**config.mk**
```make
export PLATFORM = sky130hd
export DESIGN_NAME = rme_sqrt_cell
export DESIGN_NICKNAME = d
export VERILOG_FILES = /design/src/rtl/rme_pkg.sv /design/src/rtl/rme_sqrt_cell.sv
export SDC_FILE = /design/constraint.sdc
export NUM_CORES = 1
export LEC_CHECK = 0
export ABC_CLOCK_PERIOD_IN_PS = 6750
export BUFFER_PORTS_ARGS = -buffer_cell sky130_fd_sc_hd__buf_2
export CORE_MARGIN = 2
export CORE_UTILIZATION = 50
export CTS_CLUSTER_DIAMETER = 120
export DETAILED_ROUTE_END_ITERATION = 16
export HOLD_SLACK_MARGIN = 0.06
export PLACE_DENSITY = 0.86
export SYNTH_ARGS = -nofsm -noshare
export SYNTH_HDL_FRONTEND = slang
export SYNTH_SLANG_ARGS = --single-unit
```
**constraint.sdc**
```tcl
create_clock -name i_clk -period 6.75 [get_ports i_clk]
set_input_delay 0.675 -clock i_clk [delete_from_list [all_inputs] [get_ports i_clk]]
set_output_delay 0.675 -clock i_clk [all_outputs]
set_load 0.02 [all_outputs]
```
**src/rtl/rme_pkg.sv**
```systemverilog
// ----------------------------------------------------------------------------
// rme_pkg : shared types, widths and tables
// constants, sideband structs and rounding helpers for the rotation matrix
// to euler angle pipeline
// ----------------------------------------------------------------------------
`default_nettype none

package rme_pkg;

    localparam int MATRIX_FRAC_BITS = 14;
    localparam int ANGLE_FRAC_BITS  = 12;
    localparam int QUAT_FRAC_BITS   = 30;
    localparam int STEPS            = 31;
    localparam int STEP_W           = 5;
    localparam int RAD_W            = 62;
    localparam int ROOT_W           = 31;
    localparam int REM_W            = 33;
    localparam int DIV_W            = 33;
    localparam int Q_W              = 32;
    localparam int CW               = 37;
    localparam int ZW               = 35;
    localparam int MAG_W            = 17;
    localparam int LANES            = 3;

    localparam int LANE_YAW   = 0;
    localparam int LANE_PITCH = 1;
    localparam int LANE_ROLL  = 2;

    localparam logic signed [ZW-1:0] PI_Q30 = 35'sd3373259426;
    localparam logic signed [Q_W-1:0] Q_ONE = 32'sd1073741824;

    typedef struct packed {
        logic                          valid;
        logic                          degen;
        logic [LANES-1:0]              neg;
        logic [LANES-1:0][MAG_W-1:0]   mag;
    } t_sba;

    typedef struct packed {
        logic             valid;
        logic             degen;
        logic [LANES-1:0] neg;
        logic [LANES-1:0] ovf;
    } t_sbd;

    typedef struct packed {
        logic             valid;
        logic             degen;
    } t_sbv;

    typedef struct packed {
        logic                   valid;
        logic                   degen;
        logic signed [Q_W-1:0]  t1;
        logic signed [ZW-1:0]   py;
        logic signed [ZW-1:0]   px;
        logic signed [ZW-1:0]   ry;
        logic signed [ZW-1:0]   rx;
    } t_sbb;

    typedef struct packed {
        logic             valid;
        logic             degen;
        logic [LANES-1:0] zero;
    } t_sbc;

    function automatic logic [29:0] atan_entry(input logic [STEP_W-1:0] i);
        logic [29:0] v;
        case (i)
            5'd0:  v = 30'd843314857;
            5'd1:  v = 30'd497837829;
            5'd2:  v = 30'd263043837;
            5'd3:  v = 30'd133525159;
            5'd4:  v = 30'd67021687;
            5'd5:  v = 30'd33543516;
            5'd6:  v = 30'd16775851;
            5'd7:  v = 30'd8388437;
            5'd8:  v = 30'd4194283;
            5'd9:  v = 30'd2097149;
            5'd10: v = 30'd1048576;
            5'd11: v = 30'd524288;
            5'd12: v = 30'd262144;
            5'd13: v = 30'd131072;
            5'd14: v = 30'd65536;
            5'd15: v = 30'd32768;
            5'd16: v = 30'd16384;
            5'd17: v = 30'd8192;
            5'd18: v = 30'd4096;
            5'd19: v = 30'd2048;
            5'd20: v = 30'd1024;
            5'd21: v = 30'd512;
            5'd22: v = 30'd256;
            5'd23: v = 30'd128;
            5'd24: v = 30'd64;
            5'd25: v = 30'd32;
            5'd26: v = 30'd16;
            5'd27: v = 30'd8;
            5'd28: v = 30'd4;
            5'd29: v = 30'd2;
            5'd30: v = 30'd1;
            default: v = 30'd0;
        endcase
        return v;
    endfunction

    // half away from zero, product back to q.30
    function automatic logic signed [Q_W-1:0] round_q30(input logic signed [63:0] p);
        logic [63:0] m;
        logic [63:0] r;
        m = p[63] ? 64'(-p) : 64'(p);
        r = (m + 64'(64'd1 << (QUAT_FRAC_BITS - 1))) >> QUAT_FRAC_BITS;
        return p[63] ? -Q_W'(r) : Q_W'(r);
    endfunction

    // half away from zero, q.30 angle to output scale
    function automatic logic signed [16:0] round_angle(input logic signed [ZW-1:0] z);
        logic [ZW:0] m;
        logic [ZW:0] r;
        m = z[ZW-1] ? (ZW+1)'(-(ZW+1)'(z)) : (ZW+1)'(z);
        r = (m + (ZW+1)'(1 << (QUAT_FRAC_BITS - ANGLE_FRAC_BITS - 1)))
            >> (QUAT_FRAC_BITS - ANGLE_FRAC_BITS);
        return z[ZW-1] ? -17'(r) : 17'(r);
    endfunction

endpackage

`default_nettype wire

```
**src/rtl/rme_sqrt_cell.sv**
```systemverilog
// ----------------------------------------------------------------------------
// rme_sqrt_cell : one digit of the square root chain
// takes two radicand bits, forms one root bit and hands on the remainder
// ----------------------------------------------------------------------------
`default_nettype none

module rme_sqrt_cell (
    input  wire logic                        i_clk,
    input  wire logic [rme_pkg::REM_W-1:0]   i_rem,
    input  wire logic [rme_pkg::ROOT_W-1:0]  i_root,
    input  wire logic [rme_pkg::RAD_W-1:0]   i_rad,
    output logic      [rme_pkg::REM_W-1:0]   o_rem,
    output logic      [rme_pkg::ROOT_W-1:0]  o_root,
    output logic      [rme_pkg::RAD_W-1:0]   o_rad
);

    logic [rme_pkg::REM_W+1:0] w_acc;
    logic [rme_pkg::REM_W+1:0] w_trial;
    logic [rme_pkg::REM_W+1:0] w_diff;
    logic                      w_ge;
    logic [rme_pkg::REM_W-1:0]  r_rem;
    logic [rme_pkg::ROOT_W-1:0] r_root;
    logic [rme_pkg::RAD_W-1:0]  r_rad;

    always_comb begin
        w_acc   = {i_rem, i_rad[rme_pkg::RAD_W-1 -: 2]};
        w_trial = {2'b00, i_root, 2'b01};
        w_ge    = (w_acc >= w_trial);
        w_diff  = w_acc - w_trial;
    end

    always_ff @(posedge i_clk) begin
        r_rem  <= w_ge ? w_diff[rme_pkg::REM_W-1:0] : w_acc[rme_pkg::REM_W-1:0];
        r_root <= {i_root[rme_pkg::ROOT_W-2:0], w_ge};
        r_rad  <= {i_rad[rme_pkg::RAD_W-3:0], 2'b00};
    end

    assign o_rem  = r_rem;
    assign o_root = r_root;
    assign o_rad  = r_rad;

endmodule

`default_nettype wire

```
==> impl_metrics.toml <==
[outcome]
status = "finished, final reports clean"

[sta]
finalSetupTns_ns = 0
max-slew-margin-rel = 0.584
rsz0062_at_grt = "no"
worst_slew_pin_slew_ns = 0.609
period_share = 0.418
hold_viol = 0
setup_viol = 0
period_minus_slack_ns = 2.82
fmax_mhz = 354
finalMaxSlewViolations = 0

[setup_path]
crit_arrival_ns = 3.24
cp-endpoint = "o_rem[22]"
critical_path_required_ns = 7.17
cp_max_fo = 26
critPathLaunch = "i_root[18]"
cp-start-kind = "input pin"
end_kind = "flop"
crit_type = "in -> reg"

[final_layout]
fillCellCount = 792
finalNetCount = 929
layout_commonest_cell = "buf_2"
mostFrequentLayoutCells = "buf_2, dfxtp_1, inv_1"
area_growth_syn_to_layout_pct = 36.5
drive_above_1_share = 0.408
final_cells = 918
diodes = 0

[clocking]
clockRootBuffer = "clkbuf_8"
h-tree-depth = 4
cts_max_path_buffers = 2
cts_hold_buffers = 0
cts_setup_buffers = 0
ctsResizeCount = 0
clock-sinks = 124
cts_tree = "done"
numCtsBuffers = 17
cts.clk_slew.worst_paths_ns = 0.06

[place]
dp.cells = 886
portBuffers = 250
gp_congestion = 0.884
dp_hpwl_um = 12200

[synthesis]
syn_area_um2 = 5250
ys_seq_area_frac = 0.473
async_flop_share = 0
ys_seq_elements = 124
synth_edf_count = 0
ys_warn_count = 0
syn_avg_cell_area_um2 = 10.2
dominantRegCellSynth = "dfxtp_1"
synth_cells = 513
synthDistinctLibCells = 60

[floorplan]
rows = 37
die_w_um = 106
dieArea_um2 = 11300
initial_utilization = 0.511
fp.coreArea_um2 = 10300
die_h_um = 106
pin_count = 253

[grt]
grtUsageTotal = 0.277
grt_max_degree = 27
grt_overflow_total = 0
antenna_found_initial = 0
grt_pass1_wl_um = 24000
grt_pass1_vias = 4739

[power]
p_leak_uw = 0.00356
peakVddDrop_mv = 0.230
power_density_nw_per_um2 = 317

[run]
cap_viol_max_count = 0

[route]
drc = 0
vias = 4782
drtPass1Iterations = 5
viasPerCell = 5.21
wirelength_um = 15800
wl_per_cell_um = 17.2
dr.first_iter.drc_count = 234
drtAntennaViolNets = 0

[hold_path]
hp-class = "in -> reg"
[sequential cells by signal, summed over array words and instances, names as in the netlist]
signal  flops
o_root     31
o_rad      60
o_rem      33
[logic make-up (layout without fill, tap and decap cells)]
logic type	after synthesis	in the layout	share of synthesized area
AOI/OAI and AO/OA	127	127	0.169
DFF	124	124	0.473
and+or+nand+nor	111	111	0.103
buffers and inverters	65	333	0.0636
adders and majority gates	33	33	0.0786
muxes	28	28	0.0720
xor gates and xnor gates	24	24	0.0400
other	1	2	0.000714
[synthesized netlist by cell type (all sizes together), types with 2 or more instances]
cell,n,area (µm²)
a211oi,5,42.5
nor2,27,101
ha,33,413
clkbuf,2,7.51
and3,4,25.0
o211ai,11,87.6
nor3,11,55.1
nor2b,2,12.5
o21bai,5,37.5
buf,12,123
a21o,4,30.0
inv,51,204
nor4,5,31.3
xor2,2,17.5
nand2,30,113
nand2b,6,37.5
dfxtp,124,2480
a221oi,3,26.3
o31a,2,17.5
o21a,8,67.6
a31oi,2,12.5
a21oi,41,228
o31ai,6,45.0
a21boi,2,15.0
mux2,24,338
and2,2,12.5
xnor2,22,193
a211o,4,36.3
o21ai,23,119
mux2i,4,40.0
a2111oi,3,26.3
nand4,7,50.1
o2111ai,3,32.5
nand3,12,60.1
[metal layers]
layer,up-vias,track usage,routed length (µm)
met5,-,0,0
met4,0,0.0937,398
met3,34,0.0822,1080
met2,202,0.507,8220
met1,2221,0.303,6120
li1,2325,-,-
[how the worst min path moves through the flow]
stage	slack (ns)	startpoint	to	depth (start not counted)
after floorplan	0.70	i_rad[8]	o_rad[10]	0
after global placement	0.78	i_rad[58]	o_rad[60]	1
after detailed placement	0.78	i_rad[48]	o_rad[50]	1
after CTS	0.23	i_rad[49]	o_rad[51]	1
after global routing	0.23	i_rad[45]	o_rad[47]	1
final	0.24	i_rad[58]	o_rad[60]	1
[through the flow]
stage | utilization | setup WS, ns | hold slack (ns) | cell area (µm²) | total power [µW]
2_1_floorplan | - | 3.79 | 0.703 | 5250 | 1170
4_1_cts | 0.697 | 3.91 | 0.231 | 7170 | 2280
3_3_place_gp | 0.637 | 3.38 | 0.777 | 6550 | 1320
5_1_grt | 0.697 | 3.73 | 0.229 | 7170 | 2350
6_report | 0.697 | 3.93 | 0.239 | 7170 | 2270
3_5_place_dp | 0.637 | 3.37 | 0.779 | 6550 | 1330
[where the power goes]
part	switching [µW]	internal (µW)
Sequential	18.3	805
Clock	344	608
Combinational	293	201
[critical path: stages]
cell and delay, ns:
buf_2 0.09, inv_1 0.04, ha_1 0.35, a211oi_2 0.25, o311ai_1 0.18, a21oi_2 0.27, o2111ai_2 0.24, a41oi_4 0.37
o21a_4 0.30, inv_12 0.10, mux2_4 0.32
[final cells by class]
| cell class | instances | area [µm²] | share of cell area |
|---|---|---|---|
| Clock buffer | 22 | 473 | 0.0660 |
| Clock inverter | 10 | 149 | 0.0208 |
| Inverter | 51 | 204 | 0.0285 |
| Multi-Input combinational cell | 325 | 2440 | 0.340 |
| Sequential cell | 124 | 2480 | 0.346 |
| Tap cell | 136 | 170 | 0.0237 |
| Timing Repair Buffer | 250 | 1250 | 0.175 |
(Power assumes the default switching activity.)
