## src/rtl/rme_pkg.sv

```systemverilog
// ----------------------------------------------------------------------------
// rme_pkg : shared types, widths and tables
// constants, sideband structs and rounding helpers for the rotation matrix
// to euler angle pipeline
// ----------------------------------------------------------------------------
`default_nettype none

package rme_pkg;

    localparam int MATRIX_FRAC_BITS = 14;
    localparam int ANGLE_FRAC_BITS  = 12;
    localparam int QUAT_FRAC_BITS   = 30;
    localparam int STEPS            = 31;
    localparam int STEP_W           = 5;
    localparam int RAD_W            = 62;
    localparam int ROOT_W           = 31;
    localparam int REM_W            = 33;
    localparam int DIV_W            = 33;
    localparam int Q_W              = 32;
    localparam int CW               = 37;
    localparam int ZW               = 35;
    localparam int MAG_W            = 17;
    localparam int LANES            = 3;

    localparam int LANE_YAW   = 0;
    localparam int LANE_PITCH = 1;
    localparam int LANE_ROLL  = 2;

    localparam logic signed [ZW-1:0] PI_Q30 = 35'sd3373259426;
    localparam logic signed [Q_W-1:0] Q_ONE = 32'sd1073741824;

    typedef struct packed {
        logic                          valid;
        logic                          degen;
        logic [LANES-1:0]              neg;
        logic [LANES-1:0][MAG_W-1:0]   mag;
    } t_sba;

    typedef struct packed {
        logic             valid;
        logic             degen;
        logic [LANES-1:0] neg;
        logic [LANES-1:0] ovf;
    } t_sbd;

    typedef struct packed {
        logic             valid;
        logic             degen;
    } t_sbv;

    typedef struct packed {
        logic                   valid;
        logic                   degen;
        logic signed [Q_W-1:0]  t1;
        logic signed [ZW-1:0]   py;
        logic signed [ZW-1:0]   px;
        logic signed [ZW-1:0]   ry;
        logic signed [ZW-1:0]   rx;
    } t_sbb;

    typedef struct packed {
        logic             valid;
        logic             degen;
        logic [LANES-1:0] zero;
    } t_sbc;

    function automatic logic [29:0] atan_entry(input logic [STEP_W-1:0] i);
        logic [29:0] v;
        case (i)
            5'd0:  v = 30'd843314857;
            5'd1:  v = 30'd497837829;
            5'd2:  v = 30'd263043837;
            5'd3:  v = 30'd133525159;
            5'd4:  v = 30'd67021687;
            5'd5:  v = 30'd33543516;
            5'd6:  v = 30'd16775851;
            5'd7:  v = 30'd8388437;
            5'd8:  v = 30'd4194283;
            5'd9:  v = 30'd2097149;
            5'd10: v = 30'd1048576;
            5'd11: v = 30'd524288;
            5'd12: v = 30'd262144;
            5'd13: v = 30'd131072;
            5'd14: v = 30'd65536;
            5'd15: v = 30'd32768;
            5'd16: v = 30'd16384;
            5'd17: v = 30'd8192;
            5'd18: v = 30'd4096;
            5'd19: v = 30'd2048;
            5'd20: v = 30'd1024;
            5'd21: v = 30'd512;
            5'd22: v = 30'd256;
            5'd23: v = 30'd128;
            5'd24: v = 30'd64;
            5'd25: v = 30'd32;
            5'd26: v = 30'd16;
            5'd27: v = 30'd8;
            5'd28: v = 30'd4;
            5'd29: v = 30'd2;
            5'd30: v = 30'd1;
            default: v = 30'd0;
        endcase
        return v;
    endfunction

    // half away from zero, product back to q.30
    function automatic logic signed [Q_W-1:0] round_q30(input logic signed [63:0] p);
        logic [63:0] m;
        logic [63:0] r;
        m = p[63] ? 64'(-p) : 64'(p);
        r = (m + 64'(64'd1 << (QUAT_FRAC_BITS - 1))) >> QUAT_FRAC_BITS;
        return p[63] ? -Q_W'(r) : Q_W'(r);
    endfunction

    // half away from zero, q.30 angle to output scale
    function automatic logic signed [16:0] round_angle(input logic signed [ZW-1:0] z);
        logic [ZW:0] m;
        logic [ZW:0] r;
        m = z[ZW-1] ? (ZW+1)'(-(ZW+1)'(z)) : (ZW+1)'(z);
        r = (m + (ZW+1)'(1 << (QUAT_FRAC_BITS - ANGLE_FRAC_BITS - 1)))
            >> (QUAT_FRAC_BITS - ANGLE_FRAC_BITS);
        return z[ZW-1] ? -17'(r) : 17'(r);
    endfunction

endpackage

`default_nettype wire

```

## src/rtl/rme_div_cell.sv

```systemverilog
// ----------------------------------------------------------------------------
// rme_div_cell : one quotient bit of the restoring divider chain
// shifts the partial remainder, subtracts the divisor when it fits
// ----------------------------------------------------------------------------
`default_nettype none

module rme_div_cell (
    input  wire logic                        i_clk,
    input  wire logic [rme_pkg::DIV_W-1:0]   i_p,
    input  wire logic [rme_pkg::DIV_W-1:0]   i_d,
    input  wire logic [rme_pkg::ROOT_W-1:0]  i_q,
    output logic      [rme_pkg::DIV_W-1:0]   o_p,
    output logic      [rme_pkg::DIV_W-1:0]   o_d,
    output logic      [rme_pkg::ROOT_W-1:0]  o_q
);

    logic [rme_pkg::DIV_W:0] w_sh;
    logic [rme_pkg::DIV_W:0] w_diff;
    logic                    w_ge;
    logic [rme_pkg::DIV_W-1:0]  r_p;
    logic [rme_pkg::DIV_W-1:0]  r_d;
    logic [rme_pkg::ROOT_W-1:0] r_q;

    always_comb begin
        w_sh   = {i_p, 1'b0};
        w_ge   = (w_sh >= {1'b0, i_d});
        w_diff = w_sh - {1'b0, i_d};
    end

    always_ff @(posedge i_clk) begin
        r_p <= w_ge ? w_diff[rme_pkg::DIV_W-1:0] : w_sh[rme_pkg::DIV_W-1:0];
        r_d <= i_d;
        r_q <= {i_q[rme_pkg::ROOT_W-2:0], w_ge};
    end

    assign o_p = r_p;
    assign o_d = r_d;
    assign o_q = r_q;

endmodule

`default_nettype wire

```

## config.mk

```make
export PLATFORM = sky130hd
export DESIGN_NAME = rme_div_cell
export DESIGN_NICKNAME = d
export VERILOG_FILES = /design/src/rtl/rme_pkg.sv /design/src/rtl/rme_div_cell.sv
export SDC_FILE = /design/constraint.sdc
export NUM_CORES = 1
export LEC_CHECK = 0
export BUFFER_PORTS_ARGS = -buffer_cell sky130_fd_sc_hd__buf_2
export CAP_MARGIN = 10
export CELL_PAD_IN_SITES_DETAIL_PLACEMENT = 0
export CELL_PAD_IN_SITES_GLOBAL_PLACEMENT = 1
export CORE_MARGIN = 1
export CORE_UTILIZATION = 35
export CTS_BUF_LIST = sky130_fd_sc_hd__clkbuf_4
export DETAILED_ROUTE_END_ITERATION = 10
export PLACE_DENSITY_LB_ADDON = 0.1
export SYNTH_ARGS = -nofsm -noshare
export SYNTH_HDL_FRONTEND = slang
export SYNTH_SLANG_ARGS = --single-unit
```

## constraint.sdc

```tcl
create_clock -name i_clk -period 4.3 [get_ports i_clk]
set_input_delay 0.86 -clock i_clk [delete_from_list [all_inputs] [get_ports i_clk]]
set_output_delay 0.86 -clock i_clk [all_outputs]
set_load 0.01 [all_outputs]
```

==> results.py <==
metrics = {
    "global_route": {
        "grt_max_degree": 28,
        "grt_pass1_vias": 3336,
        "grt.total_usage_pct": 16.2,
        "gr-total-overflow": 0,
        "antenna_found_initial": 1,
        "grt_pass1_wl_um": 15000,
    },
    "final_layout": {
        "nets": 728,
        "syn_to_final_growth_pct": 30.6,
        "fillCellCount": 1114,
        "drive_above_1_share_pct": 36.8,
        "antenna_cells": 0,
        "fin_util_pct": 47.0,
    },
    "logic_synthesis": {
        "netlist_area_mm2": 0.00411,
        "ys_seq_elements": 97,
        "synth.avg_cell_area_um2": 10.3,
        "yosysSeqAreaShare_pct": 47.3,
        "yosys_warnings": 0,
        "postSynthCellCount": 399,
        "async_flop_share_pct": 0,
        "synth-edff-count": 0,
        "ys.flop_type": "dfxtp_1",
        "synth_cell_types": 46,
        "synth_nets": 531,
    },
    "place": {
        "place_hpwl_um": 7910,
        "post-place-ws_ns": 0.320,
        "gp_congestion": 0.771,
        "port_buffers": 193,
    },
    "worst_setup_path": {
        "cp-start-kind": "input port",
        "crit_arrival_ns": 3.83,
        "cp-startpoint": "i_p[1]",
        "endpoint_kind": "flip-flop",
        "cp.required_ns": 4.64,
        "crit_type": "input port to flip-flop",
        "crit_fanout": 27,
    },
    "clock_tree": {
        "cts_hold_buf": 0,
        "cts_resized": 0,
        "post_cts_buffers": 0,
        "root_buffer": "clkbuf_4",
        "htree_levels": 3,
        "clkTransAtPathRegs_ns": 0.14,
        "cts_tree": "done",
        "cts_buffer_depth": 2,
        "cts_sinks": 97,
        "cts_inserted_buffers": 9,
    },
    "floorplan": {
        "dieWidth_um": 110,
        "num_io_pins": 195,
        "die_area_mm2": 0.0122,
        "initial_core_util_pct": 36.0,
        "die_h_um": 110,
        "core_area_mm2": 0.0114,
        "rows": 39,
    },
    "routing": {
        "vias": 3451,
        "dr.pass1.iters": 4,
        "drc": 0,
        "ant_nets": 0,
        "drtIter0Drc": 81,
        "vias_per_cell": 4.64,
        "drt_wl_total_um": 9770,
        "wl_per_cell_um": 13.1,
    },
    "outcome": {
        "outcome": "completed",
    },
    "timing": {
        "fin_crit_sh_pct": 81.2,
        "fmax_mhz": 286,
        "slew_viol_final": 0,
        "rsz0062_at_grt": "no",
        "setup_slack_ns": 0.807,
        "tns_ns": 0,
        "slew_headroom_pct": 68.3,
        "setup_viol": 0,
        "hold_viol_final": 0,
        "worst_pin_slew_ns": 0.471,
        "period_needed_ns": 3.49,
    },
    "run": {
        "maxCapViolations": 0,
    },
    "power_and_ir_drop": {
        "p_clk_share_pct": 23.5,
        "p_int_mw": 1.44,
        "seq_power_share_pct": 50.0,
        "switchingPower_mw": 0.597,
        "netSwitchingFraction_pct": 29.3,
        "pwr-share-comb_pct": 26.5,
        "peakVddDrop_v": 0.000193,
        "power_leakage_nw": 2.70,
        "powerDensity_mw_per_mm2": 381,
    },
    "min_path": {
        "hp-class": "input port to flip-flop",
        "worstHoldStart": "i_q[4]",
    },
}
==> placed cells by master (no fill, tap or decap), types with 2 or more instances in the layout <==
| cell type | synthesis | layout |
|---|---|---|
| mux2_2 | 6 | 6 |
| clkbuf_4 | 0 | 11 |
| ha_1 | 33 | 33 |
| a21o_1 | 10 | 10 |
| nor3_1 | 5 | 5 |
| xnor2_1 | 15 | 15 |
| nand4_1 | 4 | 4 |
| o21ai_0 | 19 | 19 |
| buf_2 | 1 | 193 |
| o21ai_1 | 2 | 2 |
| mux2_1 | 25 | 25 |
| inv_1 | 38 | 38 |
| o211ai_1 | 2 | 2 |
| o21bai_1 | 2 | 2 |
| dfxtp_1 | 97 | 97 |
| nor2_1 | 17 | 17 |
| a21oi_1 | 24 | 24 |
| nor2b_1 | 3 | 3 |
| buf_4 | 0 | 2 |
| nand2_1 | 19 | 19 |
| nand2b_1 | 5 | 5 |
| a211oi_1 | 5 | 5 |
| o21a_1 | 2 | 2 |
| nand3_1 | 9 | 9 |
| xor2_1 | 16 | 16 |
| a41oi_1 | 2 | 2 |
| and3_1 | 4 | 4 |
| a31oi_1 | 5 | 5 |
| o31ai_1 | 3 | 3 |
==> cell type report <==
cell class / instances / area (um^2) / share of cell area, %
multi-input cells: 254 / 1960 / 36.5
flip-flops and latches: 97 / 1940 / 36.2
repair buffers: 196 / 1000 / 18.7
well taps: 143 / 179 / 3.34
inverters: 38 / 143 / 2.66
clock buffers: 11 / 82.6 / 1.54
clock inverters: 5 / 55.1 / 1.03
==> cell families after synthesis <==
kind of cell | Yosys count | synth area share [%]
AO/OA/AOI/OAI | 86 | 13.5
AND/OR/NAND/NOR | 71 | 8.35
flip-flops | 97 | 47.3
buffers and inverters | 48 | 4.97
multiplexers | 32 | 8.75
adder cells (fa/ha/maj) | 34 | 10.5
XOR/XNOR | 31 | 6.61
==> stage by stage <==
step           hold WS (ns)  cells  cell area [um^2]  power [mW]
6_report              0.500    744              5360        2.04
5_1_grt               0.452    744              5360        2.17
4_1_cts               0.446    744              5360        2.08
3_5_place_dp          0.964    728              5220        1.59
3_3_place_gp          0.962    728              5220        1.58
2_1_floorplan         0.888    399              4110        1.38
==> state kept, by name (all words and copies together) (netlist names) <==
register,cells
o_p,33
o_d,33
o_q,31
==> power by group through the flow <==
stage	registers (mW)	clock network (mW)	logic [mW]
final	1.02	0.479	0.541
after global routing	1.03	0.534	0.608
after CTS	1.02	0.514	0.548
after detailed placement	1.04	0	0.545
after global placement	1.04	0	0.542
after floorplan	1.10	0	0.278
==> path summary, 6_finish.rpt <==
path	end	cells after the start
min	o_q[5]	1
max	o_p[25]	12
==> critical path, stage by stage <==
cell	delay, ns
buf_2	0.11
ha_1	0.37
nor2b_1	0.18
o2111ai_1	0.23
and3_1	0.25
o31ai_1	0.12
a211o_1	0.37
a41oi_1	0.25
o211ai_1	0.16
a211oi_4	0.33
buf_12	0.25
mux2_2	0.35
==> Yosys cell counts (3+ instances only) <==
| master | instances | area (um^2) |
|---|---|---|
| a211oi_1 | 5 | 37.5 |
| a21o_1 | 10 | 75.1 |
| a21oi_1 | 24 | 120 |
| a31oi_1 | 5 | 31.3 |
| and3_1 | 4 | 25.0 |
| buf_6 | 3 | 33.8 |
| clkbuf_1 | 6 | 22.5 |
| dfxtp_1 | 97 | 1940 |
| ha_1 | 33 | 413 |
| inv_1 | 38 | 143 |
| mux2_1 | 25 | 282 |
| mux2_2 | 6 | 67.6 |
| nand2_1 | 19 | 71.3 |
| nand2b_1 | 5 | 31.3 |
| nand3_1 | 9 | 45.0 |
| nand4_1 | 4 | 25.0 |
| nor2_1 | 17 | 63.8 |
| nor2b_1 | 3 | 18.8 |
| nor3_1 | 5 | 25.0 |
| o21ai_0 | 19 | 95.1 |
| o31ai_1 | 3 | 22.5 |
| xnor2_1 | 15 | 131 |
| xor2_1 | 16 | 140 |
==> layer usage <==
metal | vias to the layer above | global-route usage, % | routed length (um) | part of all wire [%]
met5 | - | 0 | 13 | 0.13
met4 | 2 | 7.89 | 208 | 2.1
met3 | 15 | 5.70 | 1020 | 10
met2 | 134 | 26.7 | 4400 | 45
met1 | 1518 | 18.5 | 4120 | 42
li1 | 1782 | - | - | -
Note: power is estimated with default switching activity, not from simulation.
